[src/design/pfkd_pkg.sv]
// ----------------------------------------------------------------------------
// pfkd_pkg
// Shared types and constants of the process FIFO with delete by key.
// ----------------------------------------------------------------------------
package pfkd_pkg;

  // default number of queue slots
  localparam int unsigned QueueDepthDef = 16;

  // field widths of the words
  localparam int unsigned ActW  = 2;
  localparam int unsigned PrioW = 8;
  localparam int unsigned PidW  = 16;
  localparam int unsigned RunW  = 16;
  localparam int unsigned StatW = 2;
  localparam int unsigned OccW  = 5;

  // request codes
  typedef enum logic [ActW-1:0] {
    ACT_PUSH   = 2'd0,
    ACT_POP    = 2'd1,
    ACT_DELETE = 2'd2,
    ACT_NONE   = 2'd3
  } action_e;

  // response codes
  typedef enum logic [StatW-1:0] {
    STAT_OK   = 2'd0,
    STAT_NONE = 2'd1,
    STAT_FULL = 2'd2
  } status_e;

  // one stored descriptor
  typedef struct packed {
    logic [PrioW-1:0] prio;
    logic [PidW-1:0]  pid;
    logic [RunW-1:0]  runtime;
  } entry_t;

  // controller states
  typedef enum logic [2:0] {
    S_IDLE,
    S_DECODE,
    S_POP_WAIT,
    S_SCAN_CMP,
    S_SHIFT_WR,
    S_SHIFT_CHK,
    S_RESP
  } state_e;

  // controller to datapath
  typedef struct packed {
    logic    load_item;
    logic    push_wr;
    logic    rd_en;
    logic    rd_next;
    logic    walk_init;
    logic    step;
    logic    shift_wr;
    logic    got_latch;
    logic    pop_commit;
    logic    del_commit;
    logic    set_status;
    status_e status;
    logic    out_load;
  } pfkd_cmd_t;

  // datapath to controller
  typedef struct packed {
    logic [ActW-1:0] action;
    logic            full;
    logic            empty;
    logic            pid_match;
    logic            last;
    logic            out_free;
  } pfkd_stat_t;

endpackage

[src/design/pfkd_if.sv]
// ----------------------------------------------------------------------------
// pfkd_if
// Valid/ready channels for request words and response words.
// ----------------------------------------------------------------------------

// request channel
interface pfkd_in_if;
  logic                      valid;
  logic                      ready;
  logic [pfkd_pkg::ActW-1:0]  action;
  logic [pfkd_pkg::PrioW-1:0] in_priority;
  logic [pfkd_pkg::PidW-1:0]  in_pid;
  logic [pfkd_pkg::RunW-1:0]  in_runtime;

  modport source (output valid, action, in_priority, in_pid, in_runtime, input ready);
  modport sink   (input valid, action, in_priority, in_pid, in_runtime, output ready);
endinterface

// response channel
interface pfkd_out_if;
  logic                      valid;
  logic                      ready;
  logic [pfkd_pkg::StatW-1:0] status;
  logic [pfkd_pkg::PrioW-1:0] out_priority;
  logic [pfkd_pkg::PidW-1:0]  out_pid;
  logic [pfkd_pkg::RunW-1:0]  out_runtime;
  logic [pfkd_pkg::OccW-1:0]  occupancy;

  modport source (output valid, status, out_priority, out_pid, out_runtime, occupancy,
                  input ready);
  modport sink   (input valid, status, out_priority, out_pid, out_runtime, occupancy,
                  output ready);
endinterface

[src/design/pfkd_ctrl.sv]
// ----------------------------------------------------------------------------
// pfkd_ctrl
// Controller: decodes a request and sequences reads, scans and shifts.
// ----------------------------------------------------------------------------
module pfkd_ctrl (
  input  logic                 clk_i,
  input  logic                 rst_ni,
  input  logic                 in_valid_i,
  output logic                 in_ready_o,
  input  pfkd_pkg::pfkd_stat_t stat_i,
  output pfkd_pkg::pfkd_cmd_t  cmd_o
);
  import pfkd_pkg::*;

  state_e state_q, state_d;

  // state register
  always_ff @(posedge clk_i or negedge rst_ni) begin
    if (!rst_ni) begin
      state_q <= S_IDLE;
    end else begin
      state_q <= state_d;
    end
  end

  // next state
  always_comb begin
    state_d = state_q;
    case (state_q)
      S_IDLE: begin
        if (in_valid_i) state_d = S_DECODE;
      end
      S_DECODE: begin
        case (stat_i.action)
          ACT_POP:    state_d = stat_i.empty ? S_RESP : S_POP_WAIT;
          ACT_DELETE: state_d = stat_i.empty ? S_RESP : S_SCAN_CMP;
          default:    state_d = S_RESP;
        endcase
      end
      S_POP_WAIT: state_d = S_RESP;
      S_SCAN_CMP: begin
        if (stat_i.last) state_d = S_RESP;
        else if (stat_i.pid_match) state_d = S_SHIFT_WR;
        else state_d = S_SCAN_CMP;
      end
      S_SHIFT_WR: state_d = S_SHIFT_CHK;
      S_SHIFT_CHK: begin
        state_d = stat_i.last ? S_RESP : S_SHIFT_WR;
      end
      S_RESP: begin
        if (stat_i.out_free) state_d = S_IDLE;
      end
      default: state_d = S_IDLE;
    endcase
  end

  // commands
  always_comb begin
    cmd_o      = '0;
    in_ready_o = 1'b0;
    case (state_q)
      S_IDLE: begin
        in_ready_o    = 1'b1;
        cmd_o.load_item = in_valid_i;
      end
      S_DECODE: begin
        cmd_o.set_status = 1'b1;
        case (stat_i.action)
          ACT_PUSH: begin
            cmd_o.status  = stat_i.full ? STAT_FULL : STAT_OK;
            cmd_o.push_wr = !stat_i.full;
          end
          ACT_POP: begin
            cmd_o.status = STAT_NONE;
            cmd_o.rd_en  = !stat_i.empty;
          end
          ACT_DELETE: begin
            cmd_o.status    = STAT_NONE;
            cmd_o.rd_en     = !stat_i.empty;
            cmd_o.walk_init = 1'b1;
          end
          default: cmd_o.status = STAT_NONE;
        endcase
      end
      S_POP_WAIT: begin
        cmd_o.got_latch  = 1'b1;
        cmd_o.pop_commit = 1'b1;
        cmd_o.set_status = 1'b1;
        cmd_o.status     = STAT_OK;
      end
      S_SCAN_CMP: begin
        if (stat_i.pid_match) begin
          cmd_o.got_latch  = 1'b1;
          cmd_o.set_status = 1'b1;
          cmd_o.status     = STAT_OK;
          cmd_o.del_commit = stat_i.last;
          cmd_o.rd_en      = !stat_i.last;
          cmd_o.rd_next    = !stat_i.last;
        end else if (!stat_i.last) begin
          cmd_o.step    = 1'b1;
          cmd_o.rd_en   = 1'b1;
          cmd_o.rd_next = 1'b1;
        end
      end
      S_SHIFT_WR: begin
        cmd_o.shift_wr = 1'b1;
        cmd_o.step     = 1'b1;
      end
      S_SHIFT_CHK: begin
        cmd_o.del_commit = stat_i.last;
        cmd_o.rd_en      = !stat_i.last;
        cmd_o.rd_next    = !stat_i.last;
      end
      S_RESP: begin
        cmd_o.out_load = stat_i.out_free;
      end
      default: ;
    endcase
  end

endmodule

[src/design/pfkd_dp.sv]
// ----------------------------------------------------------------------------
// pfkd_dp
// Datapath: circular entry memory, pointers, scan position, response register.
// ----------------------------------------------------------------------------
module pfkd_dp #(
  parameter int unsigned QueueDepth = pfkd_pkg::QueueDepthDef
) (
  input  logic                       clk_i,
  input  logic                       rst_ni,
  input  pfkd_pkg::pfkd_cmd_t        cmd_i,
  output pfkd_pkg::pfkd_stat_t       stat_o,
  input  logic [pfkd_pkg::ActW-1:0]  action_i,
  input  pfkd_pkg::entry_t           entry_i,
  input  logic                       out_ready_i,
  output logic                       out_valid_o,
  output logic [pfkd_pkg::StatW-1:0] out_status_o,
  output pfkd_pkg::entry_t           out_entry_o,
  output logic [pfkd_pkg::OccW-1:0]  out_occ_o
);
  import pfkd_pkg::*;

  localparam int unsigned AddrW = $clog2(QueueDepth);
  localparam int unsigned CntW  = $clog2(QueueDepth + 1);
  localparam logic [AddrW-1:0] LastAddr = AddrW'(QueueDepth - 1);
  localparam logic [CntW-1:0]  FullCnt  = CntW'(QueueDepth);

  function automatic logic [AddrW-1:0] wrap_inc(input logic [AddrW-1:0] p);
    return (p == LastAddr) ? '0 : p + 1'b1;
  endfunction

  logic [ActW-1:0]  action_q;
  entry_t           item_q;
  entry_t           mem_q [QueueDepth];
  entry_t           rd_data_q;
  entry_t           got_q;
  status_e          res_status_q;
  logic [AddrW-1:0] head_q, tail_q, walk_q;
  logic [CntW-1:0]  count_q, pos_q;
  logic             out_valid_q;
  logic [StatW-1:0] out_status_q;
  entry_t           out_entry_q;
  logic [OccW-1:0]  out_occ_q;

  logic [AddrW-1:0]     walk_nxt, rd_addr, wr_addr;
  logic                 wr_en;
  entry_t               wr_data;
  logic [CntW:0]        pos_inc;
  logic [OccW+CntW-1:0] occ_ext;

  assign walk_nxt = wrap_inc(walk_q);
  assign rd_addr  = cmd_i.rd_next ? walk_nxt : head_q;
  assign pos_inc  = {1'b0, pos_q} + 1'b1;
  assign occ_ext  = {OccW'(0), count_q};

  // write port: push at tail, or shift an entry one slot toward the front
  always_comb begin
    wr_en   = cmd_i.push_wr | cmd_i.shift_wr;
    wr_addr = cmd_i.push_wr ? tail_q : walk_q;
    wr_data = cmd_i.push_wr ? item_q : rd_data_q;
  end

  // entry memory
  always_ff @(posedge clk_i) begin
    if (wr_en) begin
      mem_q[wr_addr] <= wr_data;
    end
    if (cmd_i.rd_en) begin
      rd_data_q <= mem_q[rd_addr];
    end
  end

  // request word and removed entry
  always_ff @(posedge clk_i) begin
    if (cmd_i.load_item) begin
      action_q <= action_i;
      item_q   <= entry_i;
    end
    if (cmd_i.load_item) begin
      got_q <= '0;
    end else if (cmd_i.got_latch) begin
      got_q <= rd_data_q;
    end
    if (cmd_i.set_status) begin
      res_status_q <= cmd_i.status;
    end
  end

  // pointers and fill count
  always_ff @(posedge clk_i or negedge rst_ni) begin
    if (!rst_ni) begin
      head_q  <= '0;
      tail_q  <= '0;
      walk_q  <= '0;
      count_q <= '0;
      pos_q   <= '0;
    end else begin
      if (cmd_i.push_wr) begin
        tail_q  <= wrap_inc(tail_q);
        count_q <= count_q + 1'b1;
      end else if (cmd_i.pop_commit) begin
        head_q  <= wrap_inc(head_q);
        count_q <= count_q - 1'b1;
      end else if (cmd_i.del_commit) begin
        tail_q  <= walk_q;
        count_q <= count_q - 1'b1;
      end
      if (cmd_i.walk_init) begin
        walk_q <= head_q;
        pos_q  <= '0;
      end else if (cmd_i.step) begin
        walk_q <= walk_nxt;
        pos_q  <= pos_inc[CntW-1:0];
      end
    end
  end

  // response output register
  always_ff @(posedge clk_i or negedge rst_ni) begin
    if (!rst_ni) begin
      out_valid_q <= 1'b0;
    end else if (cmd_i.out_load) begin
      out_valid_q <= 1'b1;
    end else if (out_ready_i) begin
      out_valid_q <= 1'b0;
    end
  end

  always_ff @(posedge clk_i) begin
    if (cmd_i.out_load) begin
      out_status_q <= res_status_q;
      out_entry_q  <= got_q;
      out_occ_q    <= occ_ext[OccW-1:0];
    end
  end

  assign out_valid_o  = out_valid_q;
  assign out_status_o = out_status_q;
  assign out_entry_o  = out_entry_q;
  assign out_occ_o    = out_occ_q;

  // status toward the controller
  always_comb begin
    stat_o.action    = action_q;
    stat_o.full      = (count_q == FullCnt);
    stat_o.empty     = (count_q == '0);
    stat_o.pid_match = (rd_data_q.pid == item_q.pid);
    stat_o.last      = (pos_inc >= {1'b0, count_q});
    stat_o.out_free  = !out_valid_q || out_ready_i;
  end

endmodule

[src/design/process_fifo_with_key_delete_top.sv]
// ----------------------------------------------------------------------------
// process_fifo_with_key_delete_top
// Bounded FIFO of process descriptors with push, pop and delete by pid.
// ----------------------------------------------------------------------------
//  channel | dir | handshake   | word
//  in_i    | in  | valid/ready | action, in_priority, in_pid, in_runtime
//  out_o   | out | valid/ready | status, out_priority, out_pid, out_runtime, occupancy
//
//  One request at a time; in_i.ready is high only while no request is open.
//  Push runs through decode and response; pop adds a read wait state; delete
//  compares one scanned entry per compare state, then moves each entry behind
//  the match up one slot with a write state and a check state, walking the memory.
//  A new request is taken while the previous response waits in out_o.
//  Reset clears the pointers and count; the entry memory needs no clearing.
// ----------------------------------------------------------------------------
module process_fifo_with_key_delete_top #(
  parameter int unsigned QueueDepth = pfkd_pkg::QueueDepthDef
) (
  input logic        clk_i,
  input logic        rst_ni,
  pfkd_in_if.sink    in_i,
  pfkd_out_if.source out_o
);
  import pfkd_pkg::*;

  pfkd_cmd_t  cmd;
  pfkd_stat_t stat;
  entry_t     in_entry;
  entry_t     out_entry;

  // request fields into one entry
  always_comb begin
    in_entry.prio    = in_i.in_priority;
    in_entry.pid     = in_i.in_pid;
    in_entry.runtime = in_i.in_runtime;
  end

  pfkd_ctrl u_ctrl (
    .clk_i      (clk_i),
    .rst_ni     (rst_ni),
    .in_valid_i (in_i.valid),
    .in_ready_o (in_i.ready),
    .stat_i     (stat),
    .cmd_o      (cmd)
  );

  pfkd_dp #(
    .QueueDepth (QueueDepth)
  ) u_dp (
    .clk_i        (clk_i),
    .rst_ni       (rst_ni),
    .cmd_i        (cmd),
    .stat_o       (stat),
    .action_i     (in_i.action),
    .entry_i      (in_entry),
    .out_ready_i  (out_o.ready),
    .out_valid_o  (out_o.valid),
    .out_status_o (out_o.status),
    .out_entry_o  (out_entry),
    .out_occ_o    (out_o.occupancy)
  );

  // response entry onto the channel
  assign out_o.out_priority = out_entry.prio;
  assign out_o.out_pid      = out_entry.pid;
  assign out_o.out_runtime  = out_entry.runtime;

endmodule

[src/flat_wrapper.sv]
// flat-port wrapper written by rule: the top's interface ports become plain ports
module process_fifo_with_key_delete_top_flat import pfkd_pkg::*;
#(
  parameter int unsigned QueueDepth = pfkd_pkg::QueueDepthDef
)
  (clk_i, rst_ni, in_i_valid, in_i_action, in_i_in_priority, in_i_in_pid, in_i_in_runtime, in_i_ready, out_o_valid, out_o_status, out_o_out_priority, out_o_out_pid, out_o_out_runtime, out_o_occupancy, out_o_ready);
  pfkd_in_if in_i_i ();
  pfkd_out_if out_o_i ();
  input logic clk_i;
  input logic rst_ni;
  input wire logic [$bits(in_i_i.valid)-1:0] in_i_valid;
  input wire logic [$bits(in_i_i.action)-1:0] in_i_action;
  input wire logic [$bits(in_i_i.in_priority)-1:0] in_i_in_priority;
  input wire logic [$bits(in_i_i.in_pid)-1:0] in_i_in_pid;
  input wire logic [$bits(in_i_i.in_runtime)-1:0] in_i_in_runtime;
  output wire logic [$bits(in_i_i.ready)-1:0] in_i_ready;
  output wire logic [$bits(out_o_i.valid)-1:0] out_o_valid;
  output wire logic [$bits(out_o_i.status)-1:0] out_o_status;
  output wire logic [$bits(out_o_i.out_priority)-1:0] out_o_out_priority;
  output wire logic [$bits(out_o_i.out_pid)-1:0] out_o_out_pid;
  output wire logic [$bits(out_o_i.out_runtime)-1:0] out_o_out_runtime;
  output wire logic [$bits(out_o_i.occupancy)-1:0] out_o_occupancy;
  input wire logic [$bits(out_o_i.ready)-1:0] out_o_ready;
  assign in_i_i.valid = in_i_valid;
  assign in_i_i.action = in_i_action;
  assign in_i_i.in_priority = in_i_in_priority;
  assign in_i_i.in_pid = in_i_in_pid;
  assign in_i_i.in_runtime = in_i_in_runtime;
  assign in_i_ready = in_i_i.ready;
  assign out_o_valid = out_o_i.valid;
  assign out_o_status = out_o_i.status;
  assign out_o_out_priority = out_o_i.out_priority;
  assign out_o_out_pid = out_o_i.out_pid;
  assign out_o_out_runtime = out_o_i.out_runtime;
  assign out_o_occupancy = out_o_i.occupancy;
  assign out_o_i.ready = out_o_ready;
  process_fifo_with_key_delete_top #(.QueueDepth(QueueDepth)) u_core (.clk_i(clk_i), .rst_ni(rst_ni), .in_i(in_i_i), .out_o(out_o_i));
endmodule
[config.mk]
export PLATFORM = sky130hd
export DESIGN_NAME = process_fifo_with_key_delete_top_flat
export DESIGN_NICKNAME = d
export VERILOG_FILES = /design/src/design/pfkd_pkg.sv /design/src/design/pfkd_if.sv /design/src/design/pfkd_ctrl.sv /design/src/design/pfkd_dp.sv /design/src/design/process_fifo_with_key_delete_top.sv /design/src/flat_wrapper.sv
export SDC_FILE = /design/constraint.sdc
export NUM_CORES = 1
export LEC_CHECK = 0
export BUFFER_PORTS_ARGS = -buffer_cell sky130_fd_sc_hd__buf_2
export CAP_MARGIN = 0
export CORE_UTILIZATION = 50
export DETAILED_ROUTE_END_ITERATION = 10
export GPL_ROUTABILITY_DRIVEN = 0
export PLACE_DENSITY = 0.66
export SETUP_SLACK_MARGIN = 0.5
export SLEW_MARGIN = 15
export SYNTH_ARGS = -nofsm -noshare
export SYNTH_HDL_FRONTEND = slang
export SYNTH_SLANG_ARGS = --single-unit
export TNS_END_PERCENT = 20
[constraint.sdc]
create_clock -name clk_i -period 10.6 [get_ports clk_i]
set_clock_uncertainty 0.2 [all_clocks]
set_input_delay 2.12 -clock clk_i [delete_from_list [all_inputs] [get_ports clk_i]]
set_output_delay 2.12 -clock clk_i [all_outputs]
set_load 0.02 [all_outputs]
==> flow_summary.yaml <==
placement:
  dp_hpwl_um: 36460
  port_buffers: 94
cts:
  htreeDepth: 3
  clockBufferDepth: 3
  ctsHoldBuffers: 0
  clkLatencyLatePin_ps: 640
  cts_buffers: 85
  cts_tree: "built"
  post-cts-setup-buffer-count: 0
  clk_pin_slew_worst_paths_ps: 60
  cts.repair.resized: 0
  cts_root_buf: "clkbuf_16"
  clock-sinks: 837
floorplanning:
  ioPinCount: 95
  core-area_um2: 63310
  start_util_pct: 50.79
  dieHeight_um: 255.6
  die_w_um: 255.6
  rows: 92
  design.die.area_um2: 65330
global_route:
  grt_first_pass_wirelength_um: 109700
  grt_overflow_total: 0
  grt_pass1_vias: 16710
  grt.total_usage_pct: 22.90
  antenna_found_initial: 0
  grt_max_degree: 122
synthesis:
  synth_fp_nets: 1957
  netlist_instances: 1895
  ys_warn_count: 0
  synth_seq_cells: 837
  postSynth.asyncResetShare_pct: 3.106
  syn_avg_cell_area_um2: 16.97
  synth_edf_count: 771
  ys.flop_type: "edfxtp_1"
  yosysSeqAreaShare_pct: 76.51
  synth_area_um2: 32160
  ys_types: 46
drt:
  drt_iter0_drc: 1915
  dr.pass1.iters: 6
  vias: 17170
  totalWireLength_um: 74920
  drtAntennaViolNets: 0
  drc_errors: 0
  viasPerCell: 5.869
  wl_per_cell_um: 25.61
timing:
  drv_slew: 0
  setup_viol: 0
  worst_pin_slew_ps: 1110
  layout_min_cycle_time_ps: 5810
  slew_headroom_pct: 26.03
  fin_crit_sh_pct: 54.81
  hold_viol: 0
  fmax_ghz: 0.1721
  fin_setup_tns_ps: 0
  rsz0062_at_grt: "no"
critical_path:
  crit_end: "u_core.u_dp.rd_data_q[6]"
  required_ps: 10760
  r2r_end: "u_core.u_dp.rd_data_q[6]"
  startpoint_type: "flip-flop"
  r2r_setup_slack_ps: 4790
  worstSetupEndpointType: "flip-flop"
  critical-path-max-stage-delay_ps: 820
  worstReg2RegStart: "u_core.u_dp.pos_q[0]"
  path_cells: "and3_1 -> xor2_1 -> ha_1 -> a21o_1 -> a21oi_1 -> o211ai_2 -> nor2_8 -> mux2i_4 -> buf_12 -> buf_4 -> mux2i_1 -> o22ai_1 -> or4_1"
  r2r_cells: 13
  arrival_ps: 5970
  critPathKind: "flip-flop to flip-flop"
  cp_slowest_cell: "mux2i_4"
  critical_path.startpoint: "u_core.u_dp.pos_q[0]"
  cp_max_fo: 121
pwr:
  ir_drop_uv: 241.9
  power.net_switching_mw: 3.944
  swShare_pct: 34.10
  internal_power_mw: 7.622
  pwr-share-comb_pct: 32.4
  seq_power_share_pct: 42.7
  pwr-share-clk_pct: 24.9
  power_density_nw_per_um2: 318.5
  power_leakage_nw: 13.39
  power.total_mw: 11.57
layout:
  area_growth_pct: 12.93
  drive_gt1_share_pct: 13.71
  antenna_cells: 0
  layout.nets: 2072
flow_run:
  cap_violations: 0
hold_path:
  hp-class: "flip-flop to flip-flop"
status:
  outcome: "completed"
==> routing by layer <==
| metal | GRT usage (%) | wire length, um |
|---|---|---|
| met1 | 33.15 | 32850 |
| met2 | 36.25 | 35050 |
| met4 | 6.154 | 1717 |
| met3 | 3.664 | 5314 |
| met5 | 0 | 0 |
==> layout by cell type (no fill, tap or decap), drive strengths merged, types with 2 or more instances in the layout <==
| cell | n |
|---|---|
| a21o | 5 |
| buf | 122 |
| nand4 | 2 |
| clkbuf | 112 |
| clkinvlp | 5 |
| dfxtp | 40 |
| o21ai | 22 |
| ha | 15 |
| nor4 | 6 |
| clkinv | 30 |
| nand2 | 159 |
| mux2i | 367 |
| nor3 | 5 |
| a21oi | 15 |
| mux2 | 4 |
| nand2b | 5 |
| nor2 | 75 |
| dfrtp | 26 |
| or4 | 40 |
| a22oi | 5 |
| edfxtp | 771 |
| and3 | 2 |
| inv | 16 |
| nand3 | 8 |
| and2 | 4 |
| bufinv | 5 |
| nor3b | 2 |
| a32oi | 2 |
| nor2b | 3 |
| xnor2 | 6 |
| o22ai | 162 |
| a31oi | 5 |
| xor2 | 23 |
| o31ai | 2 |
==> worst max-delay path, delay by kind of cell, from the launching register on <==
| family | cells | cell delay (ps) |
|---|---|---|
| muxes | 2 | 1100 |
| and+or+nand+nor | 3 | 1040 |
| buffers and inverters | 2 | 1490 |
| DFF | 1 | 420 |
| adders and majority gates | 1 | 310 |
| xor gates and xnor gates | 1 | 150 |
| AOI/OAI and AO/OA | 4 | 740 |
==> power groups by stage <==
stage	clock [mW]	combinational [mW]	sequential [mW]
6_report	2.87	3.75	4.94
5_1_grt	3.05	4.04	4.99
4_1_cts	2.91	3.75	4.94
3_5_place_dp	0	3.74	5.00
3_3_place_gp	0	3.63	4.99
2_1_floorplan	0	2.73	4.93
==> final cells by class <==
| type | count | area, um2 |
|---|---|---|
| fillers | 4817 | 26990 |
| flip-flops and latches | 837 | 24600 |
| multi-input cells | 952 | 7219 |
| clock buffers | 112 | 2268 |
| well taps | 846 | 1059 |
| repair buffers | 122 | 705.7 |
| clock inverters | 44 | 416.7 |
| inverters | 12 | 45.04 |
==> how the worst min path moves through the flow <==
stage               depth (start not counted)                        start  slack (ps)                           to
floorplan                                   0  u_core.u_dp.res_status_q[0]         200  u_core.u_dp.out_status_o[0]
global placement                            0  u_core.u_dp.res_status_q[1]         200  u_core.u_dp.out_status_o[1]
detailed placement                          0  u_core.u_dp.res_status_q[0]         210  u_core.u_dp.out_status_o[0]
CTS                                         0  u_core.u_dp.res_status_q[1]         200  u_core.u_dp.out_status_o[1]
global route                                0  u_core.u_dp.res_status_q[1]         220  u_core.u_dp.out_status_o[1]
finish                                      0  u_core.u_dp.res_status_q[1]         210  u_core.u_dp.out_status_o[1]
==> sequential cells by signal, summed over array words and instances, names as in the netlist, 5 cells and up <==
| name | flops |
|---|---|
| u_core.u_dp.got_q | 40 |
| u_core.u_dp.rd_data_q | 40 |
| u_core.u_dp.out_entry_o | 40 |
| u_core.u_dp.count_q | 5 |
| u_core.u_dp.out_occ_o | 5 |
| u_core.u_dp.mem_q | 640 |
| u_core.u_dp.item_q | 40 |
| u_core.u_dp.pos_q | 5 |
==> logic make-up after synthesis <==
kind of cell / share of synthesized area (%)
xor+xnor: 0.7898
flops: 76.51
compound gates: 4.311
mux: 11.56
simple gates: 4.459
buf+inv: 1.724
fa+ha+maj: 0.6459
==> cells in the mapped netlist, types with 2 or more instances <==
library cell | count | area [um2]
nor4_1 | 6 | 37.54
mux2_2 | 4 | 45.04
mux2i_1 | 367 | 3674
a32oi_1 | 2 | 17.52
dfrtp_1 | 26 | 650.6
inv_1 | 11 | 41.29
xor2_1 | 23 | 201.4
a21o_1 | 4 | 30.03
nand2_1 | 159 | 596.8
buf_2 | 17 | 85.08
o31ai_1 | 2 | 15.01
ha_1 | 15 | 187.7
a31oi_1 | 5 | 31.28
nand4_1 | 2 | 12.51
a22oi_1 | 5 | 37.54
o21ai_0 | 21 | 105.1
clkbuf_1 | 47 | 176.4
nor3b_1 | 2 | 15.01
buf_4 | 4 | 30.03
o22ai_1 | 162 | 1013
nor2_1 | 74 | 277.8
nor2b_1 | 3 | 18.77
nor3_1 | 5 | 25.02
nand2b_1 | 5 | 31.28
xnor2_1 | 6 | 52.55
buf_6 | 16 | 180.2
and2_1 | 4 | 25.02
a21oi_1 | 15 | 75.07
buf_1 | 10 | 37.54
edfxtp_1 | 771 | 23150
nand3_1 | 8 | 40.04
and3_1 | 2 | 12.51
dfxtp_1 | 40 | 800.8
or4_1 | 40 | 300.3
==> metrics by stage <==
| step | hold WS (ps) | instance area, um2 | util (%) | std cells | worst slack, ps |
|---|---|---|---|---|---|
| 6_report | 207.0 | 36320 | 57.36 | 2925 | 4790 |
| 5_1_grt | 221.6 | 36320 | 57.36 | 2925 | 4527 |
| 4_1_cts | 203.9 | 36320 | 57.36 | 2925 | 4782 |
| 3_5_place_dp | 206.1 | 33630 | 53.12 | 2769 | 4751 |
| 3_3_place_gp | 202.7 | 33630 | 53.12 | 2769 | 4925 |
| 2_1_floorplan | 200.3 | 32160 | - | 1895 | 5564 |
(Power assumes the default switching activity.)
